**src/sv/tcw_pkg.sv**
```systemverilog
`default_nettype none

package tcw_pkg;

    localparam int COLUMNS    = 80;
    localparam int ROWS       = 25;
    localparam int CELL_COUNT = COLUMNS * ROWS;

    localparam int ADDR_W     = $clog2(CELL_COUNT);
    localparam int CELL_W     = 16;
    localparam int COL_W      = 7;
    localparam int ROW_W      = 5;
    localparam int COLOR_W    = 4;
    localparam int CFG_IDX_W  = 1;

    typedef logic [ADDR_W-1:0]  addr_t;
    typedef logic [CELL_W-1:0]  cell_t;
    typedef logic [COL_W-1:0]   col_t;
    typedef logic [ROW_W-1:0]   row_t;
    typedef logic [COLOR_W-1:0] color_t;

    localparam logic [1:0] OP_PUT   = 2'd0;
    localparam logic [1:0] OP_CLEAR = 2'd1;
    localparam logic [1:0] OP_READ  = 2'd2;

    localparam logic [CFG_IDX_W-1:0] REG_TEXT_COLOR = 1'b0;
    localparam logic [CFG_IDX_W-1:0] REG_BACK_COLOR = 1'b1;

    localparam logic [7:0] NEWLINE_CODE = 8'd10;
    localparam logic [7:0] SPACE_CODE   = 8'd32;

    localparam color_t TEXT_COLOR_RESET = 4'd15;
    localparam color_t BACK_COLOR_RESET = 4'd0;

    localparam addr_t LAST_CELL     = addr_t'(CELL_COUNT - 1);
    localparam addr_t COPY_FIRST    = addr_t'(COLUMNS);
    localparam addr_t LAST_ROW_BASE = addr_t'((ROWS - 1) * COLUMNS);
    localparam col_t  COL_LIMIT     = col_t'(COLUMNS);
    localparam row_t  LAST_ROW      = row_t'(ROWS - 1);

    typedef struct packed {
        logic  we;
        addr_t waddr;
        cell_t wdata;
        logic  re;
        addr_t raddr;
    } mem_req_t;

    typedef struct packed {
        logic load;
        logic hit;
        col_t col;
        row_t row;
    } result_t;

    function automatic cell_t make_cell(input logic [7:0] ch, input logic [7:0] attr);
        return {attr, ch};
    endfunction

endpackage

`default_nettype wire

```
**src/sv/tcw_ctrl.sv**
```systemverilog
`default_nettype none

module tcw_ctrl (
    input  wire logic                                clk,
    input  wire logic                                rst_n,
    input  wire logic                                in_valid,
    output logic                                     in_ready,
    input  wire logic [1:0]                          opcode,
    input  wire logic [7:0]                          char_code,
    input  wire tcw_pkg::color_t                     clear_color,
    input  wire tcw_pkg::addr_t                      cell_index,
    input  wire logic                                cfg_we,
    input  wire logic [tcw_pkg::CFG_IDX_W-1:0]       cfg_index,
    input  wire tcw_pkg::color_t                     cfg_data,
    input  wire logic                                out_free,
    input  wire tcw_pkg::cell_t                      rdata,
    output tcw_pkg::mem_req_t                        mem_req,
    output tcw_pkg::result_t                         res
);

    typedef enum logic [5:0] {
        S_IDLE  = 6'b000001,
        S_WRITE = 6'b000010,
        S_COPY  = 6'b000100,
        S_DRAIN = 6'b001000,
        S_FILL  = 6'b010000,
        S_POST  = 6'b100000
    } state_t;

    state_t            state_reg, state_next;
    tcw_pkg::col_t     col_reg, col_next;
    tcw_pkg::row_t     line_reg, line_next;
    tcw_pkg::color_t   text_color_reg, back_color_reg;
    logic [7:0]        ch_reg, ch_next;
    logic              hit_reg, hit_next;
    logic              pend_reg, pend_next;
    logic              init_reg, init_next;
    tcw_pkg::addr_t    ptr_reg, ptr_next;
    tcw_pkg::cell_t    fill_data_reg, fill_data_next;
    logic              cp_vld_reg, cp_vld_next;
    tcw_pkg::addr_t    cp_waddr_reg, cp_waddr_next;
    logic [7:0]        cur_attr;
    tcw_pkg::addr_t    cursor_addr;

    assign cur_attr    = {back_color_reg, text_color_reg};
    assign cursor_addr = tcw_pkg::addr_t'(
                             tcw_pkg::addr_t'(line_reg) * tcw_pkg::addr_t'(tcw_pkg::COLUMNS)
                             + tcw_pkg::addr_t'(col_reg));

    always_comb
    begin
        state_next     = state_reg;
        col_next       = col_reg;
        line_next      = line_reg;
        ch_next        = ch_reg;
        hit_next       = hit_reg;
        pend_next      = pend_reg;
        init_next      = init_reg;
        ptr_next       = ptr_reg;
        fill_data_next = fill_data_reg;
        cp_vld_next    = 1'b0;
        cp_waddr_next  = tcw_pkg::addr_t'(ptr_reg - tcw_pkg::COPY_FIRST);
        in_ready       = 1'b0;
        res            = '{load: 1'b0, hit: hit_reg, col: col_reg, row: line_reg};

        mem_req.we    = cp_vld_reg;
        mem_req.waddr = cp_waddr_reg;
        mem_req.wdata = rdata;
        mem_req.re    = 1'b0;
        mem_req.raddr = ptr_reg;

        unique case (state_reg)
            S_IDLE:
            begin
                in_ready = 1'b1;
                if (in_valid)
                begin
                    hit_next = 1'b0;
                    unique case (opcode)
                        tcw_pkg::OP_PUT:
                        begin
                            ch_next = char_code;
                            if (char_code == tcw_pkg::NEWLINE_CODE)
                            begin
                                col_next = '0;
                                if (line_reg < tcw_pkg::LAST_ROW)
                                begin
                                    line_next  = line_reg + 1'b1;
                                    state_next = S_POST;
                                end
                                else
                                begin
                                    ptr_next   = tcw_pkg::COPY_FIRST;
                                    pend_next  = 1'b0;
                                    state_next = S_COPY;
                                end
                            end
                            else if (col_reg >= tcw_pkg::COL_LIMIT)
                            begin
                                col_next = '0;
                                if (line_reg < tcw_pkg::LAST_ROW)
                                begin
                                    line_next  = line_reg + 1'b1;
                                    state_next = S_WRITE;
                                end
                                else
                                begin
                                    ptr_next   = tcw_pkg::COPY_FIRST;
                                    pend_next  = 1'b1;
                                    state_next = S_COPY;
                                end
                            end
                            else
                            begin
                                state_next = S_WRITE;
                            end
                        end
                        tcw_pkg::OP_CLEAR:
                        begin
                            ptr_next       = '0;
                            pend_next      = 1'b0;
                            fill_data_next = tcw_pkg::make_cell(tcw_pkg::SPACE_CODE,
                                                                {clear_color, clear_color});
                            state_next     = S_FILL;
                        end
                        tcw_pkg::OP_READ:
                        begin
                            hit_next      = (cell_index <= tcw_pkg::LAST_CELL);
                            mem_req.re    = (cell_index <= tcw_pkg::LAST_CELL);
                            mem_req.raddr = cell_index;
                            state_next    = S_POST;
                        end
                        default:
                        begin
                            state_next = S_POST;
                        end
                    endcase
                end
            end
            S_WRITE:
            begin
                mem_req.we    = 1'b1;
                mem_req.waddr = cursor_addr;
                mem_req.wdata = tcw_pkg::make_cell(ch_reg, cur_attr);
                col_next      = col_reg + 1'b1;
                state_next    = S_POST;
            end
            S_COPY:
            begin
                mem_req.re    = 1'b1;
                mem_req.raddr = ptr_reg;
                cp_vld_next   = 1'b1;
                ptr_next      = ptr_reg + 1'b1;
                if (ptr_reg == tcw_pkg::LAST_CELL)
                begin
                    state_next = S_DRAIN;
                end
            end
            S_DRAIN:
            begin
                ptr_next       = tcw_pkg::LAST_ROW_BASE;
                fill_data_next = tcw_pkg::make_cell(tcw_pkg::SPACE_CODE, cur_attr);
                state_next     = S_FILL;
            end
            S_FILL:
            begin
                mem_req.we    = 1'b1;
                mem_req.waddr = ptr_reg;
                mem_req.wdata = fill_data_reg;
                ptr_next      = ptr_reg + 1'b1;
                if (ptr_reg == tcw_pkg::LAST_CELL)
                begin
                    if (init_reg)
                    begin
                        init_next  = 1'b0;
                        state_next = S_IDLE;
                    end
                    else if (pend_reg)
                    begin
                        state_next = S_WRITE;
                    end
                    else
                    begin
                        state_next = S_POST;
                    end
                end
            end
            S_POST:
            begin
                res.load = out_free;
                if (out_free)
                begin
                    state_next = S_IDLE;
                end
            end
            default:
            begin
                state_next = S_IDLE;
            end
        endcase
    end

    always_ff @(posedge clk or negedge rst_n)
    begin
        if (!rst_n)
        begin
            state_reg      <= S_FILL;
            col_reg        <= '0;
            line_reg       <= '0;
            text_color_reg <= tcw_pkg::TEXT_COLOR_RESET;
            back_color_reg <= tcw_pkg::BACK_COLOR_RESET;
            pend_reg       <= 1'b0;
            init_reg       <= 1'b1;
            ptr_reg        <= '0;
            fill_data_reg  <= '0;
            cp_vld_reg     <= 1'b0;
        end
        else
        begin
            state_reg     <= state_next;
            col_reg       <= col_next;
            line_reg      <= line_next;
            pend_reg      <= pend_next;
            init_reg      <= init_next;
            ptr_reg       <= ptr_next;
            fill_data_reg <= fill_data_next;
            cp_vld_reg    <= cp_vld_next;
            if (cfg_we)
            begin
                unique case (cfg_index)
                    tcw_pkg::REG_TEXT_COLOR: text_color_reg <= cfg_data;
                    tcw_pkg::REG_BACK_COLOR: back_color_reg <= cfg_data;
                    default: ;
                endcase
            end
        end
    end

    always_ff @(posedge clk)
    begin
        ch_reg       <= ch_next;
        hit_reg      <= hit_next;
        cp_waddr_reg <= cp_waddr_next;
    end

    a_no_write_idle: assert property (@(posedge clk) disable iff (!rst_n)
        state_reg == S_IDLE |-> !mem_req.we)
        else $error("screen write while idle");

    a_row_range: assert property (@(posedge clk) disable iff (!rst_n)
        line_reg <= tcw_pkg::LAST_ROW)
        else $error("cursor row out of range");

    a_col_range: assert property (@(posedge clk) disable iff (!rst_n)
        col_reg <= tcw_pkg::COL_LIMIT)
        else $error("cursor column out of range");

    a_copy_end: assert property (@(posedge clk) disable iff (!rst_n)
        (state_reg == S_COPY && ptr_reg == tcw_pkg::LAST_CELL)
        |=> (state_reg == S_DRAIN && cp_vld_reg))
        else $error("scroll copy did not drain");

    a_copy_dest: assert property (@(posedge clk) disable iff (!rst_n)
        cp_vld_reg |-> cp_waddr_reg < tcw_pkg::LAST_ROW_BASE)
        else $error("scroll copy writes into the last row");

endmodule

`default_nettype wire

```
**config.mk**
```make
export PLATFORM = sky130hd
export DESIGN_NAME = tcw_ctrl
export DESIGN_NICKNAME = d
export VERILOG_FILES = /design/src/sv/tcw_pkg.sv /design/src/sv/tcw_ctrl.sv
export SDC_FILE = /design/constraint.sdc
export NUM_CORES = 1
export LEC_CHECK = 0
export BUFFER_PORTS_ARGS = -buffer_cell sky130_fd_sc_hd__buf_2
export CORE_MARGIN = 2
export CORE_UTILIZATION = 35
export CTS_BUF_LIST = sky130_fd_sc_hd__clkbuf_16
export CTS_CLUSTER_SIZE = 8
export DETAILED_ROUTE_END_ITERATION = 8
export SYNTH_ARGS = -nofsm -noshare
export SYNTH_HDL_FRONTEND = slang
export SYNTH_SLANG_ARGS = --single-unit
export TNS_END_PERCENT = 50
```
**constraint.sdc**
```tcl
create_clock -name clk -period 3.1 [get_ports clk]
set_input_delay 0.31 -clock clk [delete_from_list [all_inputs] [get_ports clk]]
set_output_delay 0.31 -clock clk [all_outputs]
set_load 0.05 [all_outputs]
```
==> results of run 1 <==
synthesized netlist by cell type (9+ instances only):
cell	instances
nand2_1	50
dfrtp_1	43
nor2_1	30
a21oi_1	29
a22oi_1	19
ha_1	16
o21ai_0	14
buf_2	12
dfxtp_1	11
mux2_2	10
edfxtp_1	9
inv_1	9
mux2_4	9
xnor2_1	9
cell type report:
type	count	area, um2	share of cell area [%]
Clock inverter	7	65.06	1.290
Inverter	11	41.29	0.8187
Multi-Input combinational cell	312	2238	44.38
Tap cell	143	178.9	3.548
Timing Repair Buffer	110	569.3	11.29
Clock buffer	9	225.2	4.465
Sequential cell	69	1725	34.21
report_power, final:
part	internal, mW	switching [mW]
Sequential	1.20	0.342
Clock	0.563	0.445
Combinational	0.757	1.72
through the flow:
| step | instance area (um2) | utilization [%] |
|---|---|---|
| floorplan | 4106 | - |
| finish | 5044 | 44.17 |
| detailed placement | 4725 | 41.38 |
| global placement | 4725 | 41.38 |
| CTS | 5024 | 44.00 |
| global route | 5044 | 44.17 |
metal layers:
| metal | global-route usage [%] | wire length [um] |
|---|---|---|
| met5 | 0 | 0 |
| met4 | 4.309 | 95 |
| met3 | 3.942 | 606 |
| met2 | 28.19 | 5327 |
| met1 | 24.39 | 5059 |
repair_timing:
action | CTS | global route
gates resized for setup | 3 | 3
endpoints found under the hold margin | 0 | 0
setup endpoints to repair | 4 | 12
critical path, delay by kind of cell, from the launching register on:
family / cells / cell delay, ps
fa+ha+maj: 3 / 970
flops: 1 / 470
xor+xnor: 3 / 470
buf+inv: 1 / 180
compound gates: 1 / 150
simple gates: 1 / 120
path summary, 6_finish.rpt:
kind / slack (ps) / from / depth (start not counted) / to
worst max-delay path: 80 / line_reg[1] / 9 / mem_req[38]
worst min-delay path: 30 / rst_n / 1 / cp_vld_reg
worst max register to register: 850 / state_reg[5] / 6 / col_reg[2]
worst min register to register: 470 / fill_data_reg[5] / 1 / fill_data_reg[5]
max in group asynchronous: 2270 / rst_n / 2 / text_color_reg[0]
min in group clk: 160 / char_code[2] / 1 / ch_reg[2]
kinds of logic after synthesis:
family,share of synthesized area (%)
adder cells (fa/ha/maj),5.850
XOR/XNOR,3.413
buffers and inverters,4.022
flip-flops,41.99
multiplexers,8.257
AND/OR/NAND/NOR,19.38
AO/OA/AOI/OAI,17.09
==> impl_results.md, run 1 <==
- Pwr Total: 5.029 mW
- WL final: 11.09 mm
- Setup tns final: 0 ps
- Setup ws final: 83.49 ps
- Syn Area/Cell: 9.919 um2
- Worst path max stage delay: 470 ps
- Yosys warnings: 0
- WL per Instance: 16.78 um
- First-pass GRT wire length: 17.59 mm
- Final Hold Viols: 0
- Via count: 3,527
- Synth async-reset ratio: 71.01%
- DRC violations left: 0
- DR vias/cell: 5.336
- CTS tree: done
- Least-Margin Pin Slew: 783.3 ps
- Pwr dens: 997.2 nW/um2
- Layout Cells excl Fill: 661
- Iteration-0 DRC count of the detailed router: 176
- Crit-path cells: ha_1 > ha_1 > fa_1 > xor2_2 > nand4b_1 > xor2_1 > xnor2_1 > o21ai_1 > buf_6
- Clock tree sinks: 69
- Synth area leader: dfrtp_1
- Largest net degree at the start of global routing: 36
- Placed Instances: 645
- Max Fclk: 0.3315 GHz
- Tcrit/Tclk final: 97.31%
- Initial antenna violation count: 0
- Number of synthesized flops with an enable pin: 9
- Post-synthesis cell area: 4106 um2
- Clk_skew: 8.758 ps
- Layout cells sized above 1: 32.82%
- P_leak: 2.467 nW
- Max-Cap Viols: 0
- Crit Path Max Fanout: 7
- Unrepaired setup endpoints after global routing: yes
- Die area: 12,610 um2
- Peak supply drop: 562.2 uV
- Fill count: 1,128
- Clock root cell: clkbuf_16
- Total global routing overflow: 0
- Routed Antenna Nets: 0
- Slew HR: 47.77%
- Inserted Clock Buffers: 9
- H-Tree Depth: 3
- Yosys reg bits: 69
- Final Wtd Congestion: 0.8382
- Syn_nets: 483
- Worst path slowest cell: dfrtp_2
- Cells after Synth: 414
- CTS Hold Buffers Added: 0
- Worst Path Required: 2790 ps
- WS Path Type: flip-flop to output pin
- Largest cells by area after synthesis: dfrtp_1, edfxtp_1, dfxtp_1
- Critical Path Start Type: flip-flop
- Unique cell type count in the Yosys netlist: 69
- Min Hold Slack: 29.34 ps
- Worst hold path class: primary input to asynchronous set/reset pin
- Vias in the first global route: 3,366
- Critical path endpoint category: output pin
- Top FF cell, synth: dfrtp_1
- Endpoints failing setup: 0
- Commonest non-fill, non-tap cell in the layout: buf_2
- First-pass iteration count of the detailed router: 5
- Initial Util: 35.96%
- Sequential element share of the synthesized area: 41.99%
- Worst-path clk slew: 60 ps
- Cell Rows: 39
- GR Util All Layers: 17.61%
- Most frequent CP cell: ha_1
- Inserted Diodes: 0
- Die X: 112.3 um
- Crit path DAT: 2710 ps
- Core footprint: 11,420 um2
- Final Critical Period: 3017 ps
- Die height: 112.3 um
- IO Pins: 106
- Dpl hpwl: 8.187 mm
- Post-place setup slack: 321.0 ps
- Outcome: complete, no violations
- Post-CTS Setup Inserts: 0
- Synth top area share: 26.20%
- Clock Path Buffers: 2
- # port buffers: 105
- Nets: 582
- Area Growth Syn to Fin: 22.82%
- Most frequent cells in the layout: buf_2, nand2_1, dfrtp_1
- Slew Viols, Final: 0
- Clock Latency Late Sink: 340 ps
Power figures use the tool's default switching activity.
==> run 2: changes to the inputs <==
--- a/config.mk
+++ b/config.mk
@@ -6,11 +6,13 @@
 export NUM_CORES = 1
 export LEC_CHECK = 0
 export BUFFER_PORTS_ARGS = -buffer_cell sky130_fd_sc_hd__buf_2
+export CAP_MARGIN = 40
 export CORE_MARGIN = 2
 export CORE_UTILIZATION = 35
 export CTS_BUF_LIST = sky130_fd_sc_hd__clkbuf_16
 export CTS_CLUSTER_SIZE = 8
 export DETAILED_ROUTE_END_ITERATION = 8
+export SKIP_LAST_GASP = 1
 export SYNTH_ARGS = -nofsm -noshare
 export SYNTH_HDL_FRONTEND = slang
 export SYNTH_SLANG_ARGS = --single-unit
==> constraint.sdc (replaced) <==
create_clock -name clk -period 3.1 [get_ports clk]
set_input_delay 0.155 -clock clk [delete_from_list [all_inputs] [get_ports clk]]
set_output_delay 0.155 -clock clk [all_outputs]
set_load 0.05 [all_outputs]
==> run 2 against run 1 <==
  * Power up 0.21%
  * Cell count grew 0.61%
  * Global-route usage decreased by 0.065 points
  * Final area up 0.45%
  * Non-clock buffer count is 4 higher
  * Routed wire length down 0.24%
  * Clock skew is 0.93 ps lower
==> impl_results.md, run 2 (same netlist as run 1, synthesis figures left out) <==
- Outcome: complete, no violations (unchanged)
- Setup ws final: 168.3 ps (was 83.49 ps)
- Max Fclk: 0.3411 GHz (was 0.3315 GHz)
- Dpl hpwl: 8.376 mm (was 8.187 mm)
- Logic pwr share: 49.1% (was 49.3%)
- Routed Antenna Nets: 0 (unchanged)
- Die area: 12,610 um2 (unchanged)
- IO Pins: 106 (unchanged)
- Worst-path clk slew: 60 ps (about the same)
- Inserted Clock Buffers: 9 (unchanged)
- Min Hold Slack: 18.40 ps (was 29.34 ps)
- Switching power: 2.457 mW (was 2.509 mW)
- CTS tree: done (unchanged)
- P_leak: 2.480 nW (was 2.467 nW)
- Clock Path Buffers: 2 (unchanged)
- Die height: 112.3 um (unchanged)
- WS Path Type: flip-flop to output pin (unchanged)
- DRC violations left: 0 (unchanged)
- First-pass iteration count of the detailed router: 4 (was 5)
- Slew HR: 48.43% (was 47.77%)
- Tcrit/Tclk final: 94.57% (was 97.31%)
- # port buffers: 105 (unchanged)
- Core footprint: 11,420 um2 (unchanged)
- Slew Viols, Final: 0 (unchanged)
- Critical Path Start Type: flip-flop (unchanged)
- Unrepaired setup endpoints after global routing: no (was yes)
- Clk_skew: 7.831 ps (was 8.758 ps)
- Iteration-0 DRC count of the detailed router: 262 (was 176)
- Sequential power share: 30.4% (was 30.7%)
- Clock Latency Late Sink: 330 ps (was 340 ps)
- Final Hold Viols: 0 (unchanged)
- Utilization after layout: 44.37% (was 44.17%)
- Final Critical Period: 2932 ps (was 3017 ps)
- Internal power: 2.583 mW (was 2.520 mW)
- Multi-input gate area: 2225 um2 (was 2238 um2)
- Least-Margin Pin Slew: 773.4 ps (was 783.3 ps)
- Initial antenna violation count: 0 (unchanged)
- WL final: 11.06 mm (was 11.09 mm)
- FF/Latch Area: 1724 um2 (was 1725 um2)
- Total global routing overflow: 0 (unchanged)
- Clock root cell: clkbuf_16 (unchanged)
- Commonest non-fill, non-tap cell in the layout: buf_2 (unchanged)
- Nets: 586 (was 582)
- Peak supply drop: 448.0 uV (was 562.2 uV)
- Post-place setup slack: 464.7 ps (was 321.0 ps)
- Layout cells sized above 1: 32.95% (was 32.82%)
- Clk pwr share: 20.4% (was 20.0%)
- H-Tree Depth: 3 (unchanged)
- Fill count: 1,138 (was 1,128)
- Worst Path Required: 2940 ps (was 2790 ps)
- Area Growth Syn to Fin: 23.37% (was 22.82%)
- Critical path endpoint category: output pin (unchanged)
- DR vias/cell: 5.295 (was 5.336)
- Cell Rows: 39 (unchanged)
- Largest net degree at the start of global routing: 29 (was 36)
- Most frequent cells in the layout: buf_2, nand2_1, dfrtp_1 (unchanged)
- Switching Fraction: 48.75% (was 49.89%)
- Final Wtd Congestion: 0.8500 (was 0.8382)
- Initial Util: 35.96% (unchanged)
- Die X: 112.3 um (unchanged)
- Crit Path Max Fanout: 7 (unchanged)
- Inserted Diodes: 0 (unchanged)
- Clock tree sinks: 69 (unchanged)
- Worst hold path class: primary input to flip-flop (was primary input to asynchronous set/reset pin)
- Max-Cap Viols: 0 (unchanged)
- Post-CTS Setup Inserts: 0 (unchanged)
- GR Util All Layers: 17.54% (was 17.61%)
- Endpoints failing setup: 0 (unchanged)
- Vias in the first global route: 3,377 (was 3,366)
- Via count: 3,521 (was 3,527)
- Crit path DAT: 2780 ps (was 2710 ps)
- Pwr dens: 994.8 nW/um2 (was 997.2 nW/um2)
- First-pass GRT wire length: 17.66 mm (was 17.59 mm)
- WL per Instance: 16.63 um (was 16.78 um)
==> run 2: changes by cell type in the layout (fill, tap and decap cells not counted), sizes merged <==
| cell | delta |
|---|---|
| clkbuf | +1 |
| bufinv | +1 |
| buf | +2 |
| clkinvlp | +2 |
| inv | -2 |
| dlygate4sd3 | +1 |
| clkinv | -1 |
==> run 2: worst paths after layout <==
kind / startpoint / end / slack (ps) / cells after the start
worst min-delay path: char_code[0] / ch_reg[0] / 20 / 1
worst max register to register: state_reg[1] / ptr_reg[2] / 890 / 5
min in group asynchronous: rst_n / ptr_reg[10] / 370 / 2
max in group asynchronous: rst_n / text_color_reg[3] / 1890 / 3
worst min register to register: fill_data_reg[5] / fill_data_reg[5] / 480 / 1
worst max-delay path: line_reg[1] / mem_req[38] / 170 / 9
==> run 2: cell type report <==
cell class,count,area share [%]
well taps,143,3.532
clock inverters,7,1.457
flip-flops and latches,69,34.03
clock buffers,9,4.446
inverters,11,0.8150
multi-input cells,312,43.91
repair buffers,114,11.81
==> run 2: timing repair <==
item                                    in CTS  in global routing
gates resized for setup                      0                  2
endpoints found under the setup margin       0                  1
hold buffers                                 1                  0
hold endpoints to repair                    18                  0
==> run 2: through the flow <==
stage / total power [mW] / cells / instance area (um2) / setup TNS [ps]
6_report: 5.040 / 665 / 5066 / 0
5_1_grt: 5.333 / 665 / 5066 / 0
4_1_cts: 5.067 / 665 / 5056 / 0
3_5_place_dp: 4.024 / 648 / 4747 / 0
3_3_place_gp: 3.994 / 648 / 4747 / 0
2_1_floorplan: 3.421 / 414 / 4106 / -59.30
==> run 2: routing by layer <==
layer  wire length, um  vias up  GRT usage [%]
li1                  -     1713              -
met1              5083     1709          23.89
met2              5388       91          29.28
met3               504        8          3.294
met4                86        0          3.821
met5                 0        -              0
==> run 2: worst max-delay path, cell delays in order, from the launching register on <==
cell,delay [ps]
dfrtp_1,470
ha_1,330
ha_1,240
fa_1,420
xor2_2,190
nand4b_1,140
xor2_1,170
xnor2_1,130
o21ai_1,120
clkbuf_4,250
==> run 2: power groups by stage <==
| stage | clock (mW) | sequential (mW) | combinational, mW |
|---|---|---|---|
| 6_report | 1.03 | 1.53 | 2.48 |
| 5_1_grt | 1.09 | 1.59 | 2.66 |
| 4_1_cts | 1.05 | 1.53 | 2.48 |
| 3_5_place_dp | 0 | 1.55 | 2.47 |
| 3_3_place_gp | 0 | 1.54 | 2.45 |
| 2_1_floorplan | 0 | 1.58 | 1.84 |
==> run 3: changes to the inputs <==
--- a/config.mk
+++ b/config.mk
@@ -9,7 +9,6 @@
 export CAP_MARGIN = 40
 export CORE_MARGIN = 2
 export CORE_UTILIZATION = 35
-export CTS_BUF_LIST = sky130_fd_sc_hd__clkbuf_16
 export CTS_CLUSTER_SIZE = 8
 export DETAILED_ROUTE_END_ITERATION = 8
 export SKIP_LAST_GASP = 1
==> run 3 against run 2 <==
  * Global-route usage unchanged
  * Die area unchanged
  * Setup slack unchanged
  * Combinational power about the same
  * Sequential power about the same
  * Largest power group unchanged
  * Critical endpoint unchanged
  * Clock skew unchanged
  * Utilization increased by 0.088 points
  * Fmax unchanged
  * Clock power about the same
  * Non-clock buffer count unchanged
==> impl_results.md, run 3 (same netlist as run 1, synthesis figures left out) <==
- IO Pins: 106 (unchanged)
- Die X: 112.3 um (unchanged)
- Routed Antenna Nets: 0 (unchanged)
- First-pass GRT wire length: 17.66 mm (unchanged)
- Iteration-0 DRC count of the detailed router: 262 (unchanged)
- Inserted Diodes: 0 (unchanged)
- Inserted Clock Buffers: 9 (unchanged)
- Nets: 586 (unchanged)
- Pwr Total: 5.063 mW (was 5.040 mW)
- Outcome: complete, no violations (unchanged)
- Final Hold Viols: 0 (unchanged)
- GR Util All Layers: 17.54% (unchanged)
- Crit path DAT: 2780 ps (about the same)
- Final Critical Period: 2932 ps (unchanged)
- Tcrit/Tclk final: 94.57% (unchanged)
- Layout Cells excl Fill: 665 (unchanged)
- Setup ws final: 168.3 ps (unchanged)
- Worst hold path class: primary input to flip-flop (unchanged)
- Min Hold Slack: 19.04 ps (was 18.40 ps)
- Worst Hold Launch: char_code[0] (unchanged)
- Critical path endpoint category: output pin (unchanged)
- Die height: 112.3 um (unchanged)
- Endpoints failing setup: 0 (unchanged)
- Reg2reg start: state_reg[1] (unchanged)
- Worst-path clk slew: 60 ps (about the same)
- Initial antenna violation count: 0 (unchanged)
- Core footprint: 11,420 um2 (unchanged)
- Switching Fraction: 48.51% (was 48.75%)
- Dpl hpwl: 8.376 mm (unchanged)
- Pwr dens: 997.4 nW/um2 (was 994.8 nW/um2)
- Clock Latency Late Sink: 330 ps (about the same)
- H-Tree Depth: 3 (unchanged)
- Clock tree sinks: 69 (unchanged)
- DR vias/cell: 5.298 (was 5.295)
- WL final: 11.06 mm (about the same)
- Total global routing overflow: 0 (unchanged)
- P_leak: 2.483 nW (was 2.480 nW)
- Multi-input gate area: 2225 um2 (unchanged)
- Crit Path Max Fanout: 7 (unchanged)
- Peak supply drop: 448.0 uV (unchanged)
- Clk pwr share: 20.8% (was 20.4%)
- Switching power: 2.456 mW (was 2.457 mW)
- Dpl cell area: 4747 um2 (unchanged)
- Clk_skew: 7.831 ps (unchanged)
- Fill count: 1,137 (was 1,138)
- Clock Path Buffers: 2 (unchanged)
- Area Growth Syn to Fin: 23.61% (was 23.37%)
- Layout cells sized above 1: 32.95% (unchanged)
- Slew HR: 48.43% (unchanged)
- First-pass iteration count of the detailed router: 4 (unchanged)
- Utilization after layout: 44.46% (was 44.37%)
- Worst Path Required: 2940 ps (about the same)
- FF/Latch Area: 1724 um2 (unchanged)
- Sequential power share: 30.3% (was 30.4%)
- Most frequent cells in the layout: buf_2, nand2_1, dfrtp_1 (unchanged)
- Placed Instances: 648 (unchanged)
- Post-place setup slack: 464.7 ps (unchanged)
- Setup tns final: 0 ps (unchanged)
- Die area: 12,610 um2 (unchanged)
- Slew Viols, Final: 0 (unchanged)
- Reg2Reg Depth: 5 (unchanged)
- Logic pwr share: 48.9% (was 49.1%)
- Max-Cap Viols: 0 (unchanged)
- Vias in the first global route: 3,377 (unchanged)
- Critical Path Start Type: flip-flop (unchanged)
- Largest net degree at the start of global routing: 29 (unchanged)
- CTS tree: done (unchanged)
- WL per Instance: 16.63 um (about the same)
- # port buffers: 105 (unchanged)
- DRC violations left: 0 (unchanged)
- Final Cell Area: 5076 um2 (was 5066 um2)
- Post-CTS Setup Inserts: 0 (unchanged)
- Clock root cell: clkbuf_16 (unchanged)
- Via count: 3,523 (was 3,521)
- Commonest non-fill, non-tap cell in the layout: buf_2 (unchanged)
- Initial Util: 35.96% (unchanged)
- Hold Path Depth: 1 (unchanged)
- Cell Rows: 39 (unchanged)
- Setup crit start: line_reg[1] (unchanged)
- Least-Margin Pin Slew: 773.4 ps (unchanged)
- Internal power: 2.607 mW (was 2.583 mW)
- WS Path Type: flip-flop to output pin (unchanged)
- Max Fclk: 0.3411 GHz (unchanged)
- Unrepaired setup endpoints after global routing: no (unchanged)
- Final Wtd Congestion: 0.8500 (unchanged)
## run 3: cell types whose count changed in the layout (fill, tap and decap cells not counted), sizes merged
cell / delta
clkbuf: +1
inv: -1
## run 3: repair_timing
item                                    4_1_cts  5_1_grt
gates resized for setup                       0        2
endpoints found under the hold margin        18        0
hold buffers                                  1        0
endpoints found under the setup margin        0        1
## run 3: critical path: stages, from the launching register on
cell and delay [ps]:
dfrtp_1 470, ha_1 330, ha_1 240, fa_1 420
xor2_2 190, nand4b_1 140, xor2_1 170, xnor2_1 130
o21ai_1 120, clkbuf_4 250
## run 3: final timing paths
kind                                endpoint  slack [ps]
setup / recovery                 mem_req[38]         170
hold / removal                     ch_reg[0]          20
setup reg to reg                  ptr_reg[2]         890
hold reg to reg             fill_data_reg[5]         480
max in group asynchronous  text_color_reg[3]        1890
min in group asynchronous        ptr_reg[10]         370
## run 3: power by group through the flow
stage | Combinational [mW] | Clock, mW | Sequential, mW
after floorplan | 1.84 | 0 | 1.58
after global placement | 2.45 | 0 | 1.54
final | 2.48 | 1.05 | 1.53
after detailed placement | 2.47 | 0 | 1.55
after CTS | 2.48 | 1.07 | 1.53
after global routing | 2.66 | 1.11 | 1.59
## run 3: final cells by class
cell class / instances / area share [%]
multi-input combinational: 312 / 43.83
sequential: 69 / 33.97
clock inverter: 6 / 1.380
clock buffer: 10 / 4.708
tap: 143 / 3.525
inverter: 11 / 0.8134
timing repair buffer: 114 / 11.78
## run 3: routing by layer
layer | track usage, % | share of wire [%] | up-vias
li1 | - | - | 1713
met1 | 23.89 | 46 | 1711
met2 | 29.28 | 49 | 91
met3 | 3.294 | 4.6 | 8
met4 | 3.821 | 0.78 | 0
met5 | 0 | 0 | -
